--- config.mk ---
export PLATFORM = sky130hd
export DESIGN_NAME = crc16_frame_parser_top_flat
export DESIGN_NICKNAME = d
export VERILOG_FILES = /design/src/rtl/cfp_pkg.sv /design/src/rtl/cfp_if.sv /design/src/rtl/cfp_frame_engine.sv /design/src/rtl/crc16_frame_parser_top.sv /design/src/flat_wrapper.sv
export SDC_FILE = /design/constraint.sdc
export NUM_CORES = 1
export LEC_CHECK = 0
export BUFFER_PORTS_ARGS = -buffer_cell sky130_fd_sc_hd__buf_2
export CORE_ASPECT_RATIO = 1.75
export CORE_MARGIN = 2
export CORE_UTILIZATION = 55
export DETAILED_ROUTE_END_ITERATION = 6
export PLACE_DENSITY = 0.78
export SYNTH_ARGS = -nofsm -noshare
export SYNTH_HDL_FRONTEND = slang
export SYNTH_HIERARCHICAL = 1
export SYNTH_SLANG_ARGS = --single-unit
--- constraint.sdc ---
create_clock -name clock -period 6.6 [get_ports clock]
set_clock_uncertainty 0.2 [all_clocks]
set_input_delay 0.66 -clock clock [delete_from_list [all_inputs] [get_ports clock]]
set_output_delay 0.66 -clock clock [all_outputs]
set_load 0.005 [all_outputs]
--- src/rtl/cfp_pkg.sv ---
// shared constants, types and the crc byte update of the frame parser
package cfp_pkg;

   localparam int BYTE_W            = 8;
   localparam int CRC_W             = 16;
   localparam int MAX_PAYLOAD_BYTES = 64;
   localparam int BUFFER_BYTES      = 256;
   localparam int POS_W             = $clog2(BUFFER_BYTES + 1);
   // wide enough for the byte position and for six plus any payload length
   localparam int CMP_W             = ((POS_W > BYTE_W + 1) ? POS_W : BYTE_W + 1) + 1;

   localparam logic [CRC_W-1:0] CRC_POLY = 16'h1021;
   localparam logic [CRC_W-1:0] CRC_TOP  = 16'h8000;
   localparam logic [CRC_W-1:0] CRC_INIT = 16'h0000;

   localparam logic [BYTE_W-1:0] START_FIRST_RESET  = 8'hAA;
   localparam logic [BYTE_W-1:0] START_SECOND_RESET = 8'h55;

   // frame layout positions
   localparam int POS_START_FIRST  = 0;
   localparam int POS_START_SECOND = 1;
   localparam int POS_LENGTH       = 2;
   localparam int POS_TYPE         = 3;
   localparam int POS_PAYLOAD      = 4;
   localparam int HEADER_BYTES     = 2;
   localparam int MIN_FRAME_BYTES  = 6;

   typedef enum logic [1:0] {
      CSR_START_FIRST  = 2'd0,
      CSR_START_SECOND = 2'd1,
      CSR_CRC_ORDER    = 2'd2
   } csr_index_type;

   typedef enum logic [1:0] {
      STATUS_OK        = 2'd0,
      STATUS_START_ERR = 2'd1,
      STATUS_LEN_ERR   = 2'd2,
      STATUS_CRC_ERR   = 2'd3
   } status_type;

   typedef enum logic {
      KIND_ECHO   = 1'b0,
      KIND_REPORT = 1'b1
   } kind_type;

   typedef struct packed {
      logic [BYTE_W-1:0] start_byte_first;
      logic [BYTE_W-1:0] start_byte_second;
      logic              crc_high_byte_first;
   } cfg_type;

   typedef struct packed {
      logic              valid;
      kind_type          item_kind;
      logic [BYTE_W-1:0] payload_byte;
      logic [BYTE_W-1:0] payload_index;
      status_type        frame_status;
      logic [BYTE_W-1:0] frame_type;
      logic [BYTE_W-1:0] length_field;
      logic [CRC_W-1:0]  received_crc;
   } result_type;

   // crc-16/xmodem, msb first, one byte
   function automatic logic [CRC_W-1:0] crc_add_byte(input logic [CRC_W-1:0] crc,
                                                     input logic [BYTE_W-1:0] b);
      logic [CRC_W-1:0] c;
      c = crc ^ {b, {(CRC_W-BYTE_W){1'b0}}};
      for (int k = 0; k < BYTE_W; k++) begin
         if ((c & CRC_TOP) != '0) begin
            c = {c[CRC_W-2:0], 1'b0} ^ CRC_POLY;
         end else begin
            c = {c[CRC_W-2:0], 1'b0};
         end
      end
      return c;
   endfunction

endpackage

--- src/rtl/cfp_if.sv ---
// channel interfaces of the frame parser: received bytes, results, register writes
interface cfp_req_if import cfp_pkg::*; ();
   logic              valid;
   logic              ready;
   logic [BYTE_W-1:0] rx_byte;
   logic              end_of_buffer;

   modport source (output valid, output rx_byte, output end_of_buffer, input ready);
   modport sink   (input valid, input rx_byte, input end_of_buffer, output ready);
endinterface

interface cfp_rsp_if import cfp_pkg::*; ();
   logic              valid;
   logic              ready;
   logic              item_kind;
   logic [BYTE_W-1:0] payload_byte;
   logic [BYTE_W-1:0] payload_index;
   logic [1:0]        frame_status;
   logic [BYTE_W-1:0] frame_type;
   logic [BYTE_W-1:0] length_field;
   logic [CRC_W-1:0]  received_crc;

   modport source (output valid, output item_kind, output payload_byte,
                   output payload_index, output frame_status, output frame_type,
                   output length_field, output received_crc, input ready);
   modport sink   (input valid, input item_kind, input payload_byte,
                   input payload_index, input frame_status, input frame_type,
                   input length_field, input received_crc, output ready);
endinterface

interface cfp_csr_if import cfp_pkg::*; ();
   logic              valid;
   logic              ready;
   csr_index_type     index;
   logic [BYTE_W-1:0] data;

   modport source (output valid, output index, output data, input ready);
   modport sink   (input valid, input index, input data, output ready);
endinterface

--- src/rtl/cfp_frame_engine.sv ---
// per-buffer frame state, crc update, echo and end-of-buffer report
module cfp_frame_engine import cfp_pkg::*; (
   input  logic              clock,
   input  logic              reset,
   input  logic              step,
   input  logic [BYTE_W-1:0] rx_byte,
   input  logic              end_of_buffer,
   input  cfg_type           cfg,
   output result_type        result
);

   logic [POS_W-1:0]  pos_ff,    pos_in;
   logic [CRC_W-1:0]  crc_ff,    crc_in;
   logic              mism_ff,   mism_in;
   logic [BYTE_W-1:0] len_ff,    len_in;
   logic [BYTE_W-1:0] type_ff,   type_in;
   logic [CRC_W-1:0]  rcrc_ff,   rcrc_in;

   logic [CMP_W-1:0]  p;
   logic [CMP_W-1:0]  n;
   logic [CMP_W-1:0]  pl_ext;
   logic [CMP_W-1:0]  echo_idx_full;
   logic [BYTE_W-1:0] pl;
   logic              in_range;
   logic              len_ok;
   logic              echo;
   logic [POS_W-1:0]  pos_new;
   logic [CRC_W-1:0]  crc_new;
   logic              mism_new;
   logic [BYTE_W-1:0] len_new;
   logic [BYTE_W-1:0] type_new;
   logic [CRC_W-1:0]  rcrc_new;
   status_type        status;

   always_comb begin
      p        = CMP_W'(pos_ff);
      in_range = p < CMP_W'(BUFFER_BYTES);

      len_new  = (in_range && p == CMP_W'(POS_LENGTH)) ? rx_byte : len_ff;
      type_new = (in_range && p == CMP_W'(POS_TYPE))   ? rx_byte : type_ff;
      mism_new = mism_ff
               | (in_range && p == CMP_W'(POS_START_FIRST)  && rx_byte != cfg.start_byte_first)
               | (in_range && p == CMP_W'(POS_START_SECOND) && rx_byte != cfg.start_byte_second);

      pl     = len_new - BYTE_W'(HEADER_BYTES);
      pl_ext = CMP_W'(pl);
      len_ok = (len_new >= BYTE_W'(HEADER_BYTES)) && (CMP_W'(pl) <= CMP_W'(MAX_PAYLOAD_BYTES));

      crc_new       = crc_ff;
      rcrc_new      = rcrc_ff;
      echo          = 1'b0;
      echo_idx_full = p - CMP_W'(POS_PAYLOAD);
      if (in_range) begin
         if (p < CMP_W'(POS_PAYLOAD)) begin
            crc_new = crc_add_byte(crc_ff, rx_byte);
         end else if (p < CMP_W'(POS_PAYLOAD) + pl_ext) begin
            crc_new = crc_add_byte(crc_ff, rx_byte);
            echo    = len_ok;
         end else if (p == CMP_W'(POS_PAYLOAD) + pl_ext) begin
            if (cfg.crc_high_byte_first) begin
               rcrc_new = {rx_byte, rcrc_ff[BYTE_W-1:0]};
            end else begin
               rcrc_new = {rcrc_ff[CRC_W-1:BYTE_W], rx_byte};
            end
         end else if (p == CMP_W'(POS_PAYLOAD + 1) + pl_ext) begin
            if (cfg.crc_high_byte_first) begin
               rcrc_new = {rcrc_ff[CRC_W-1:BYTE_W], rx_byte};
            end else begin
               rcrc_new = {rx_byte, rcrc_ff[BYTE_W-1:0]};
            end
         end
      end
      pos_new = in_range ? pos_ff + POS_W'(1) : pos_ff;

      // status checks in priority order
      n = CMP_W'(pos_new);
      if (n < CMP_W'(MIN_FRAME_BYTES)) begin
         status = STATUS_LEN_ERR;
      end else if (mism_new) begin
         status = STATUS_START_ERR;
      end else if (!len_ok) begin
         status = STATUS_LEN_ERR;
      end else if (n < CMP_W'(MIN_FRAME_BYTES) + pl_ext) begin
         status = STATUS_LEN_ERR;
      end else if (crc_new != rcrc_new) begin
         status = STATUS_CRC_ERR;
      end else begin
         status = STATUS_OK;
      end

      result = '0;
      result.valid = step && (end_of_buffer || echo);
      if (end_of_buffer) begin
         result.item_kind    = KIND_REPORT;
         result.frame_status = status;
         result.frame_type   = type_new;
         result.length_field = len_new;
         result.received_crc = (status == STATUS_OK) ? rcrc_new : '0;
      end else begin
         result.item_kind     = KIND_ECHO;
         result.payload_byte  = rx_byte;
         result.payload_index = echo_idx_full[BYTE_W-1:0];
      end

      pos_in  = pos_ff;
      crc_in  = crc_ff;
      mism_in = mism_ff;
      len_in  = len_ff;
      type_in = type_ff;
      rcrc_in = rcrc_ff;
      if (step) begin
         if (end_of_buffer) begin
            pos_in  = '0;
            crc_in  = CRC_INIT;
            mism_in = 1'b0;
            len_in  = '0;
            type_in = '0;
            rcrc_in = '0;
         end else begin
            pos_in  = pos_new;
            crc_in  = crc_new;
            mism_in = mism_new;
            len_in  = len_new;
            type_in = type_new;
            rcrc_in = rcrc_new;
         end
      end
   end

   always_ff @(posedge clock) begin
      if (reset) begin
         pos_ff  <= '0;
         crc_ff  <= CRC_INIT;
         mism_ff <= 1'b0;
         len_ff  <= '0;
         type_ff <= '0;
         rcrc_ff <= '0;
      end else begin
         pos_ff  <= pos_in;
         crc_ff  <= crc_in;
         mism_ff <= mism_in;
         len_ff  <= len_in;
         type_ff <= type_in;
         rcrc_ff <= rcrc_in;
      end
   end

endmodule

--- src/rtl/crc16_frame_parser_top.sv ---
// top level of the crc-16 frame parser: channels, registers, input and result stages
//
//  channel   dir  word                               notes
//  req_chan  in   rx_byte, end_of_buffer             one received byte per word
//  rsp_chan  out  item_kind, payload/report fields   echo or end-of-buffer report
//  csr_chan  in   index, data                        always ready, write only
//
// one word per cycle sustained while rsp is not stalled; a word that gives a result
// raises rsp valid once it has passed both registers
// (input register, then frame logic into the result register)
// synchronous active-high reset restores the start bytes to 0xaa/0x55, high crc
// byte first, and clears the frame state
// a stalled rsp holds the result register; the input register takes a word while
// empty, or while its own word moves into a result register that is free or being emptied
module crc16_frame_parser_top import cfp_pkg::*; (
   input  logic       clock,
   input  logic       reset,
   cfp_req_if.sink    req_chan,
   cfp_rsp_if.source  rsp_chan,
   cfp_csr_if.sink    csr_chan
);

   // configuration registers
   cfg_type cfg_ff, cfg_in;

   // input register
   logic              in_valid_ff, in_valid_in;
   logic [BYTE_W-1:0] in_byte_ff;
   logic              in_eob_ff;

   // result register
   logic       rsp_valid_ff, rsp_valid_in;
   result_type rsp_data_ff;

   logic       advance;
   result_type result;

   // register writes; out-of-range indexes are dropped
   assign csr_chan.ready = 1'b1;

   always_comb begin
      cfg_in = cfg_ff;
      if (csr_chan.valid) begin
         case (csr_chan.index)
            CSR_START_FIRST:  cfg_in.start_byte_first    = csr_chan.data;
            CSR_START_SECOND: cfg_in.start_byte_second   = csr_chan.data;
            CSR_CRC_ORDER:    cfg_in.crc_high_byte_first = csr_chan.data[0];
            default:          cfg_in = cfg_ff;
         endcase
      end
   end

   // the held word moves into the frame logic when the result slot can take it
   assign advance        = in_valid_ff && (!rsp_valid_ff || rsp_chan.ready);
   assign req_chan.ready = !in_valid_ff || advance;

   always_comb begin
      in_valid_in = in_valid_ff;
      if (req_chan.ready) begin
         in_valid_in = req_chan.valid;
      end
   end

   cfp_frame_engine u_engine (
      .clock         (clock),
      .reset         (reset),
      .step          (advance),
      .rx_byte       (in_byte_ff),
      .end_of_buffer (in_eob_ff),
      .cfg           (cfg_ff),
      .result        (result)
   );

   // result slot: filled by a word that gives a result, emptied on rsp handshake
   always_comb begin
      rsp_valid_in = rsp_valid_ff && !rsp_chan.ready;
      if (advance) begin
         rsp_valid_in = result.valid;
      end
   end

   always_ff @(posedge clock) begin
      if (reset) begin
         cfg_ff.start_byte_first    <= START_FIRST_RESET;
         cfg_ff.start_byte_second   <= START_SECOND_RESET;
         cfg_ff.crc_high_byte_first <= 1'b1;
         in_valid_ff                <= 1'b0;
         rsp_valid_ff               <= 1'b0;
      end else begin
         cfg_ff       <= cfg_in;
         in_valid_ff  <= in_valid_in;
         rsp_valid_ff <= rsp_valid_in;
      end
   end

   // payload registers
   always_ff @(posedge clock) begin
      if (req_chan.ready && req_chan.valid) begin
         in_byte_ff <= req_chan.rx_byte;
         in_eob_ff  <= req_chan.end_of_buffer;
      end
      if (advance && result.valid) begin
         rsp_data_ff <= result;
      end
   end

   assign rsp_chan.valid         = rsp_valid_ff;
   assign rsp_chan.item_kind     = rsp_data_ff.item_kind;
   assign rsp_chan.payload_byte  = rsp_data_ff.payload_byte;
   assign rsp_chan.payload_index = rsp_data_ff.payload_index;
   assign rsp_chan.frame_status  = rsp_data_ff.frame_status;
   assign rsp_chan.frame_type    = rsp_data_ff.frame_type;
   assign rsp_chan.length_field  = rsp_data_ff.length_field;
   assign rsp_chan.received_crc  = rsp_data_ff.received_crc;

endmodule
--- src/flat_wrapper.sv ---
// flat-port wrapper written by rule: the top's interface ports become plain ports
module crc16_frame_parser_top_flat import cfp_pkg::*;
  (clock, reset, req_chan_valid, req_chan_rx_byte, req_chan_end_of_buffer, req_chan_ready, rsp_chan_valid, rsp_chan_item_kind, rsp_chan_payload_byte, rsp_chan_payload_index, rsp_chan_frame_status, rsp_chan_frame_type, rsp_chan_length_field, rsp_chan_received_crc, rsp_chan_ready, csr_chan_valid, csr_chan_index, csr_chan_data, csr_chan_ready);
  cfp_req_if req_chan_i ();
  cfp_rsp_if rsp_chan_i ();
  cfp_csr_if csr_chan_i ();
  input  logic clock;
  input  logic reset;
  input wire logic [$bits(req_chan_i.valid)-1:0] req_chan_valid;
  input wire logic [$bits(req_chan_i.rx_byte)-1:0] req_chan_rx_byte;
  input wire logic [$bits(req_chan_i.end_of_buffer)-1:0] req_chan_end_of_buffer;
  output wire logic [$bits(req_chan_i.ready)-1:0] req_chan_ready;
  output wire logic [$bits(rsp_chan_i.valid)-1:0] rsp_chan_valid;
  output wire logic [$bits(rsp_chan_i.item_kind)-1:0] rsp_chan_item_kind;
  output wire logic [$bits(rsp_chan_i.payload_byte)-1:0] rsp_chan_payload_byte;
  output wire logic [$bits(rsp_chan_i.payload_index)-1:0] rsp_chan_payload_index;
  output wire logic [$bits(rsp_chan_i.frame_status)-1:0] rsp_chan_frame_status;
  output wire logic [$bits(rsp_chan_i.frame_type)-1:0] rsp_chan_frame_type;
  output wire logic [$bits(rsp_chan_i.length_field)-1:0] rsp_chan_length_field;
  output wire logic [$bits(rsp_chan_i.received_crc)-1:0] rsp_chan_received_crc;
  input wire logic [$bits(rsp_chan_i.ready)-1:0] rsp_chan_ready;
  input wire logic [$bits(csr_chan_i.valid)-1:0] csr_chan_valid;
  input wire logic [$bits(csr_chan_i.index)-1:0] csr_chan_index;
  input wire logic [$bits(csr_chan_i.data)-1:0] csr_chan_data;
  output wire logic [$bits(csr_chan_i.ready)-1:0] csr_chan_ready;
  assign req_chan_i.valid = req_chan_valid;
  assign req_chan_i.rx_byte = req_chan_rx_byte;
  assign req_chan_i.end_of_buffer = req_chan_end_of_buffer;
  assign req_chan_ready = req_chan_i.ready;
  assign rsp_chan_valid = rsp_chan_i.valid;
  assign rsp_chan_item_kind = rsp_chan_i.item_kind;
  assign rsp_chan_payload_byte = rsp_chan_i.payload_byte;
  assign rsp_chan_payload_index = rsp_chan_i.payload_index;
  assign rsp_chan_frame_status = rsp_chan_i.frame_status;
  assign rsp_chan_frame_type = rsp_chan_i.frame_type;
  assign rsp_chan_length_field = rsp_chan_i.length_field;
  assign rsp_chan_received_crc = rsp_chan_i.received_crc;
  assign rsp_chan_i.ready = rsp_chan_ready;
  assign csr_chan_i.valid = csr_chan_valid;
  assign csr_chan_i.index = csr_chan_index;
  assign csr_chan_i.data = csr_chan_data;
  assign csr_chan_ready = csr_chan_i.ready;
  crc16_frame_parser_top u_core (.clock(clock), .reset(reset), .req_chan(req_chan_i), .rsp_chan(rsp_chan_i), .csr_chan(csr_chan_i));
endmodule
==> key figures, run 1 <==
Synth
  – Avg Inst Size Synth: 9.30 µm²
  – Post-synth net total: 976
  – Library cells used by synthesis: 82
  – Post-Synth Adder-Cell Area: 4.38%
  – Mapped Area: 0.00858 mm²
  – Multiplexer area fraction after synthesis: 6.62%
  – Sequential fraction of the synthesis area: 39.0%
  – Synth Area in Compound Gates: 15.8%
  – Synth Area in XOR/XNOR: 8.65%
  – Prevailing post-synth register cell: dfxtp_1
  – Main combinational cell family by area after synthesis: simple AND/OR/NAND/NOR gates
  – Number of enable flip-flop cells after synthesis: 60
  – Gate Count Post-Synth: 922
  – Ys Warns: 6
  – Synth Register Bits: 137
  – Post-synthesis async set-or-reset flop share: 0%
  – Simple-Gate Fraction of Synth Area: 21.0%

CTS
  – # clock sinks: 137
  – Num CTS Buffers: 17
  – CTS root buf: clkbuf_16
  – Hold buffers post-CTS: 0
  – CTS H-tree lvls: 4
  – CTS tree: built
  – Clk slew on worst S/H paths: 0.07 ns
  – Skew-Pair Late Insertion Delay: 0.43 ns
  – Clock Path Buffers: 2
  – Cts repair resizes: 0

Global route
  – Vias in the first global route: 7,590
  – Total gr overflow: 0
  – First-pass GRT wire length: 40,500 µm
  – Initial antenna violation count: 0
  – Largest net degree at the start of global routing: 93
  – GRT Overall Usage: 31.5%

Placed design
  – HPWL Detailed: 18,700 µm
  – RePlAce Congestion: 1.04
  – Port Buf Inserts: 76

Outcome
  – Failing checks: design-rule violations
  – Outcome: finished with violations

STA
  – F_max: 159 MHz
  – Slew headroom: 29.1%
  – Fin crit period: 6.28 ns
  – RSZ-0062 raised after global routing: false
  – Finish-stage setup viols: 0
  – Final Cycle Share: 95.1%
  – Max Slew Vio Count: 0
  – Slew @ Worst Pin: 1.04 ns
  – Final hold violation count: 0
  – Setup_tns: 0 ns

Floorplanning
  – Total die area: 0.0166 mm²
  – Starting Density: 56.0%
  – Die Wd: 98.4 µm
  – Die Ht: 169 µm
  – Core box area: 0.0153 mm²
  – FP Rows: 60
  – Number of placed I/O pins: 78

Setup path
  – Critical path arrival: 6.36 ns
  – FF-to-FF path depth: 21
  – Kind of launch point of the worst setup path: flip-flop
  – Worst Path Class, Setup: reg2reg
  – CP endpoint kind: flip-flop
  – Crit path max fanout: 19
  – Worst Path Required: 6.68 ns

Route
  – Final WL: 26,100 µm
  – Post-route ant nets: 0
  – Initial DRC Count: 575
  – Drt first pass iters: 7
  – Vias/cell: 6.32
  – Vias: 7,566
  – Routed wire length per instance: 21.8 µm
  – DR DRC count: 1

Finish
  – Area delta synth->final: 15.1%
  – Antenna diodes: 0
  – Layout cells sized above 1: 19.1%
  – Commonest non-fill, non-tap cell in the layout: nor2_1
  – Commonest cells after routing, fill and taps aside: nor2_1, dfxtp_1, buf_2
  – Final Util: 64.5%
  – Layout Nets: 1,052

Worst hold path
  – Hold Crit Class: in2reg
  – Hold path depth: 1

Pwr
  – PwrDens: 218 mW/mm²
  – VDD IR max: 0.156 mV
  – Leak: 3.86 nW
  – Total power: 2.16 mW

Job
  – Max-cap violations: 0
==> layer usage <==
metal	global-route usage (%)	up-vias	wire [µm]
met4	22.6	0	2130
met1	32.4	3589	8950
met2	57.1	356	13500
met3	4.57	142	1500
met5	0	-	0
li1	-	3479	-
==> cell families (layout without fill, tap and decap cells) <==
| kind of cell | Yosys count | in the layout |
|---|---|---|
| multiplexers | 55 | 55 |
| other | 1 | 1 |
| AO/OA/AOI/OAI | 197 | 197 |
| XOR/XNOR | 83 | 83 |
| flip-flops | 137 | 137 |
| buffers and inverters | 89 | 178 |
| AND/OR/NAND/NOR | 330 | 330 |
| adder cells (fa/ha/maj) | 30 | 30 |
==> registers in the layout, summed over array words and instances (netlist names) <==
signal                         cells
u_core/u_engine/rcrc_ff           16
u_core/in_eob_ff                   1
u_core/u_engine/crc_ff            16
u_core/rsp_chan.payload_index      8
u_core/u_engine/type_ff            8
u_core/rsp_chan.payload_byte       8
u_core/rsp_chan.frame_type         8
u_core/rsp_chan.received_crc      16
u_core/rsp_chan.item_kind          1
u_core/cfg_ff                     17
u_core/in_byte_ff                  8
u_core/in_valid_ff                 1
u_core/rsp_chan.length_field       8
u_core/rsp_chan.frame_status       2
u_core/u_engine/pos_ff             9
u_core/rsp_chan.valid              1
u_core/u_engine/mism_ff            1
u_core/u_engine/len_ff             8
==> path summary, 6_finish.rpt <==
| path | end | slack [ns] | from |
|---|---|---|---|
| setup / recovery | u_core/rsp_chan.received_crc[10] | 0.32 | u_core/u_engine/pos_ff[0] |
| hold / removal | u_core/in_eob_ff | 0.21 | req_chan_end_of_buffer |
| setup reg to reg | u_core/rsp_chan.received_crc[10] | 0.32 | u_core/u_engine/pos_ff[0] |
| hold reg to reg | u_core/u_engine/rcrc_ff[2] | 0.27 | u_core/u_engine/rcrc_ff[2] |
==> layout make-up <==
type	instances	area, µm²
Fill cell	1278	5440
Multi-Input combinational cell	696	4860
Sequential cell	137	3340
Timing Repair Buffer	124	753
Clock buffer	17	425
Tap cell	186	233
Clock inverter	15	180
Inverter	22	82.6
==> synth_stat cells (all sizes together) (23+ instances only) <==
cell type / instances / area share, %
edfxtp: 60 / 21
o21ai: 40 / 2.3
xor2: 27 / 2.8
clkbuf: 50 / 2.2
a21oi: 45 / 2.6
nand2: 50 / 2.2
mux2i: 50 / 5.8
nand3: 28 / 1.6
nor2b: 23 / 1.7
ha: 30 / 4.4
nor2: 124 / 6.4
xnor2: 55 / 5.6
dfxtp: 77 / 18
a22oi: 24 / 2.1
==> worst max-delay path: stages, from the launching register on <==
cell and delay (ns):
dfxtp_1 0.38, inv_1 0.16, ha_1 0.18, nand4bb_1 0.20, nor2_4 0.18, buf_4 0.29
mux2i_1 0.37, inv_1 0.23, ha_1 0.32, xnor2_1 0.17, xnor2_1 0.12, or3_1 0.40
nor3b_1 0.37, o2111ai_1 0.28, a2111o_1 0.51, a21boi_1 0.29, nor3_1 0.10, or4b_4 0.58
nor4_4 0.25, nand4_4 0.24, buf_12 0.21, nor2_1 0.10
==> through the flow <==
step	std cells	cell area, µm²	setup slack [ns]	hold slack (ns)
after global placement	1164	9250	0.437	0.245
after detailed placement	1164	9250	0.333	0.260
after global routing	1197	9870	0.115	0.206
final	1197	9870	0.322	0.210
after floorplan	922	8580	0.156	0.227
after CTS	1196	9850	0.257	0.203
==> power breakdown <==
part	switching [mW]	internal, mW	total (mW)
combinational	0.147	0.0931	0.240
clock	0.425	0.574	0.999
sequential	0.0200	0.897	0.917
total	0.592	1.56	2.16
==> what timing repair did <==
action / in CTS / in global routing
hold endpoints to repair: 0 / 0
setup buffers: 0 / 1
setup endpoints to repair: 0 / 4
No activity file was read; power rests on OpenSTA's default activity.
==> run 2, diff against run 1 <==
--- a/config.mk
+++ b/config.mk
@@ -5,13 +5,13 @@
 export SDC_FILE = /design/constraint.sdc
 export NUM_CORES = 1
 export LEC_CHECK = 0
+export ABC_CLOCK_PERIOD_IN_PS = 6600
 export BUFFER_PORTS_ARGS = -buffer_cell sky130_fd_sc_hd__buf_2
 export CORE_ASPECT_RATIO = 1.75
 export CORE_MARGIN = 2
 export CORE_UTILIZATION = 55
 export DETAILED_ROUTE_END_ITERATION = 6
-export PLACE_DENSITY = 0.78
+export PLACE_DENSITY = 0.77
 export SYNTH_ARGS = -nofsm -noshare
 export SYNTH_HDL_FRONTEND = slang
-export SYNTH_HIERARCHICAL = 1
 export SYNTH_SLANG_ARGS = --single-unit
==> key figures, run 2 <==
Outcome
  – Outcome: finished with violations
  – Failing checks: design-rule violations

Floorplanning
  – Starting Density: 56.4%
  – Number of placed I/O pins: 78
  – Total die area: 0.0173 mm²
  – FP Rows: 61
  – Die Ht: 173 µm
  – Core box area: 0.0159 mm²
  – Die Wd: 100 µm

Pwr
  – PwrDens: 210 mW/mm²
  – Leak: 4.01 nW
  – Total power: 2.16 mW
  – VDD IR max: 0.232 mV

Global route
  – Vias in the first global route: 8,154
  – Total gr overflow: 0
  – GRT Overall Usage: 35.5%
  – Largest net degree at the start of global routing: 78
  – First-pass GRT wire length: 45,900 µm
  – Initial antenna violation count: 2

Synth
  – Synth area leader: edfxtp_1
  – Synth Register Bits: 137
  – Library cells used by synthesis: 86
  – Gate Count Post-Synth: 1,001
  – Cell with the most instances after synthesis: nor2_1
  – Prevailing post-synth register cell: dfxtp_1
  – Most frequent cells after synthesis: nor2_1, dfxtp_1, xnor2_1
  – Top area cells in the synthesized netlist: edfxtp_1, dfxtp_1, xnor2_1
  – Top cell type's share of synthesized area: 20.1%
  – Post-synthesis async set-or-reset flop share: 0%
  – Mapped Area: 0.00895 mm²
  – Post-synth net total: 1,052
  – Avg Inst Size Synth: 8.94 µm²
  – Sequential fraction of the synthesis area: 37.4%
  – Ys Warns: 0
  – Number of enable flip-flop cells after synthesis: 60

CTS
  – CTS root buf: clkbuf_16
  – CTS H-tree lvls: 4
  – Clk slew on worst S/H paths: 0.06 ns
  – Hold buffers post-CTS: 0
  – CTS tree: built
  – Skew-Pair Late Insertion Delay: 0.44 ns
  – Clock Path Buffers: 2
  – # clock sinks: 137
  – Num CTS Buffers: 17

STA
  – Slew @ Worst Pin: 0.948 ns
  – Fin crit period: 6.23 ns
  – Final worst slack: 0.374 ns
  – Slew headroom: 36.3%
  – Finish-stage setup viols: 0
  – Final Cycle Share: 94.3%
  – Hold WS: 0.197 ns
  – Max Slew Vio Count: 0
  – Final hold violation count: 0
  – F_max: 161 MHz

Finish
  – Final Util: 64.9%
  – Most flops, register: u_core.cfg_ff
  – Commonest non-fill, non-tap cell in the layout: nor2_1
  – Layout cells sized above 1: 18.7%
  – Commonest cells after routing, fill and taps aside: nor2_1, dfxtp_1, buf_2
  – Area delta synth->final: 15.2%
  – Layout Nets: 1,130
  – Max reg flops: 17
  – Non-Filler Instances: 1,282

Setup path
  – Worst Setup SP: u_core.u_engine.pos_ff[0]
  – Slowest-stage cell, CP: or3b_2
  – RR Startpoint: u_core.u_engine.pos_ff[0]
  – CP max stage delay: 0.59 ns
  – Kind of launch point of the worst setup path: flip-flop
  – Worst reg2reg setup slack: 0.37 ns
  – FF-to-FF path depth: 23
  – Critical path arrival: 6.32 ns
  – Crit path max fanout: 15
  – Critical path, cell by cell: inv_1, ha_1, or3b_2, nor2_4, mux2i_1, xnor2_1, ha_2, mux2i_1, xnor2_1, ha_1, a21oi_1, o221ai_2, or3_4, a32o_1, buf_4, and3_1, nor4_1, nand4_1, nor4_1, and4_1, nand4_2, buf_12, nor2b_1
  – CP endpoint kind: flip-flop
  – Worst Path Class, Setup: reg2reg
  – Worst Path Required: 6.69 ns

Worst hold path
  – Hold path depth: 1
  – Hold path start: req_chan_rx_byte[3]
  – Hold Crit Class: in2reg

Placed design
  – RePlAce Congestion: 1.05
  – Pre-CTS setup slack: 0.132 ns
  – Dpl cells: 1,248
  – Port Buf Inserts: 76
  – HPWL Detailed: 21,900 µm

Route
  – Vias/cell: 6.65
  – Post-route ant nets: 0
  – Routed wire length per instance: 24.0 µm
  – Final WL: 30,800 µm
  – Initial DRC Count: 798
  – Vias: 8,527
  – DR DRC count: 2
  – Drt first pass iters: 7

Job
  – Max-cap violations: 0
==> run 2: what timing repair did <==
action	CTS	global route
setup endpoints to repair	0	18
gates resized for setup	0	17
hold endpoints to repair	0	0
setup buffers	0	1
==> run 2: area by class of cell <==
cell class                      instances  area, µm²
Fill cell                            1382       5570
Multi-Input combinational cell        758       5250
Sequential cell                       137       3340
Timing Repair Buffer                  129        791
Clock buffer                           21        450
Tap cell                              189        236
Inverter                               36        135
Clock inverter                         11       97.6
Antenna cell                            1       2.50
==> run 2: kinds of logic (layout without fill, tap and decap cells) <==
logic type | count (synthesis) | after routing | share of synthesized area [%]
buffers and inverters | 106 | 197 | 4.91
other | 1 | 2 | 0.0419
muxes | 45 | 45 | 5.51
and+or+nand+nor | 353 | 353 | 19.9
adders and majority gates | 27 | 27 | 3.78
xor gates and xnor gates | 80 | 80 | 8.29
AOI/OAI and AO/OA | 252 | 252 | 20.2
DFF | 137 | 137 | 37.4
==> run 2: path summary, 6_finish.rpt <==
path                                                   endpoint
worst max-delay path            u_core.rsp_chan.received_crc[2]
worst min-delay path                       u_core.in_byte_ff[3]
worst max register to register  u_core.rsp_chan.received_crc[2]
worst min register to register       u_core.u_engine.rcrc_ff[4]
==> run 2: layer usage <==
metal / vias to the layer above / global-route usage, % / routed length (µm)
met3: 177 / 6.59 / 2120
met1: 4027 / 37.6 / 10400
met2: 490 / 60.1 / 15400
met5: - / 0 / 11
met4: 2 / 28.2 / 2830
li1: 3831 / - / -
==> run 2: per-stage QoR <==
stage / TNS, ns / area, µm²
2_1_floorplan: 0 / 8950
3_3_place_gp: 0 / 9670
3_5_place_dp: 0 / 9670
4_1_cts: 0 / 10200
5_1_grt: -0.00148 / 10300
6_report: 0 / 10300
==> run 2: critical path: cells and delay by family (launching register included) <==
kind | cells | cell delay [ns]
AO/OA/AOI/OAI | 3 | 0.77
XOR/XNOR | 2 | 0.32
adder cells (fa/ha/maj) | 3 | 0.72
buffers and inverters | 3 | 0.57
flip-flops | 1 | 0.37
multiplexers | 2 | 0.50
AND/OR/NAND/NOR | 10 | 2.62
==> run 2: power by group <==
group	switching, mW	internal, mW	total, mW
clock	0.371	0.526	0.897
sequential	0.0138	0.905	0.919
combinational	0.219	0.128	0.347
total	0.604	1.56	2.16
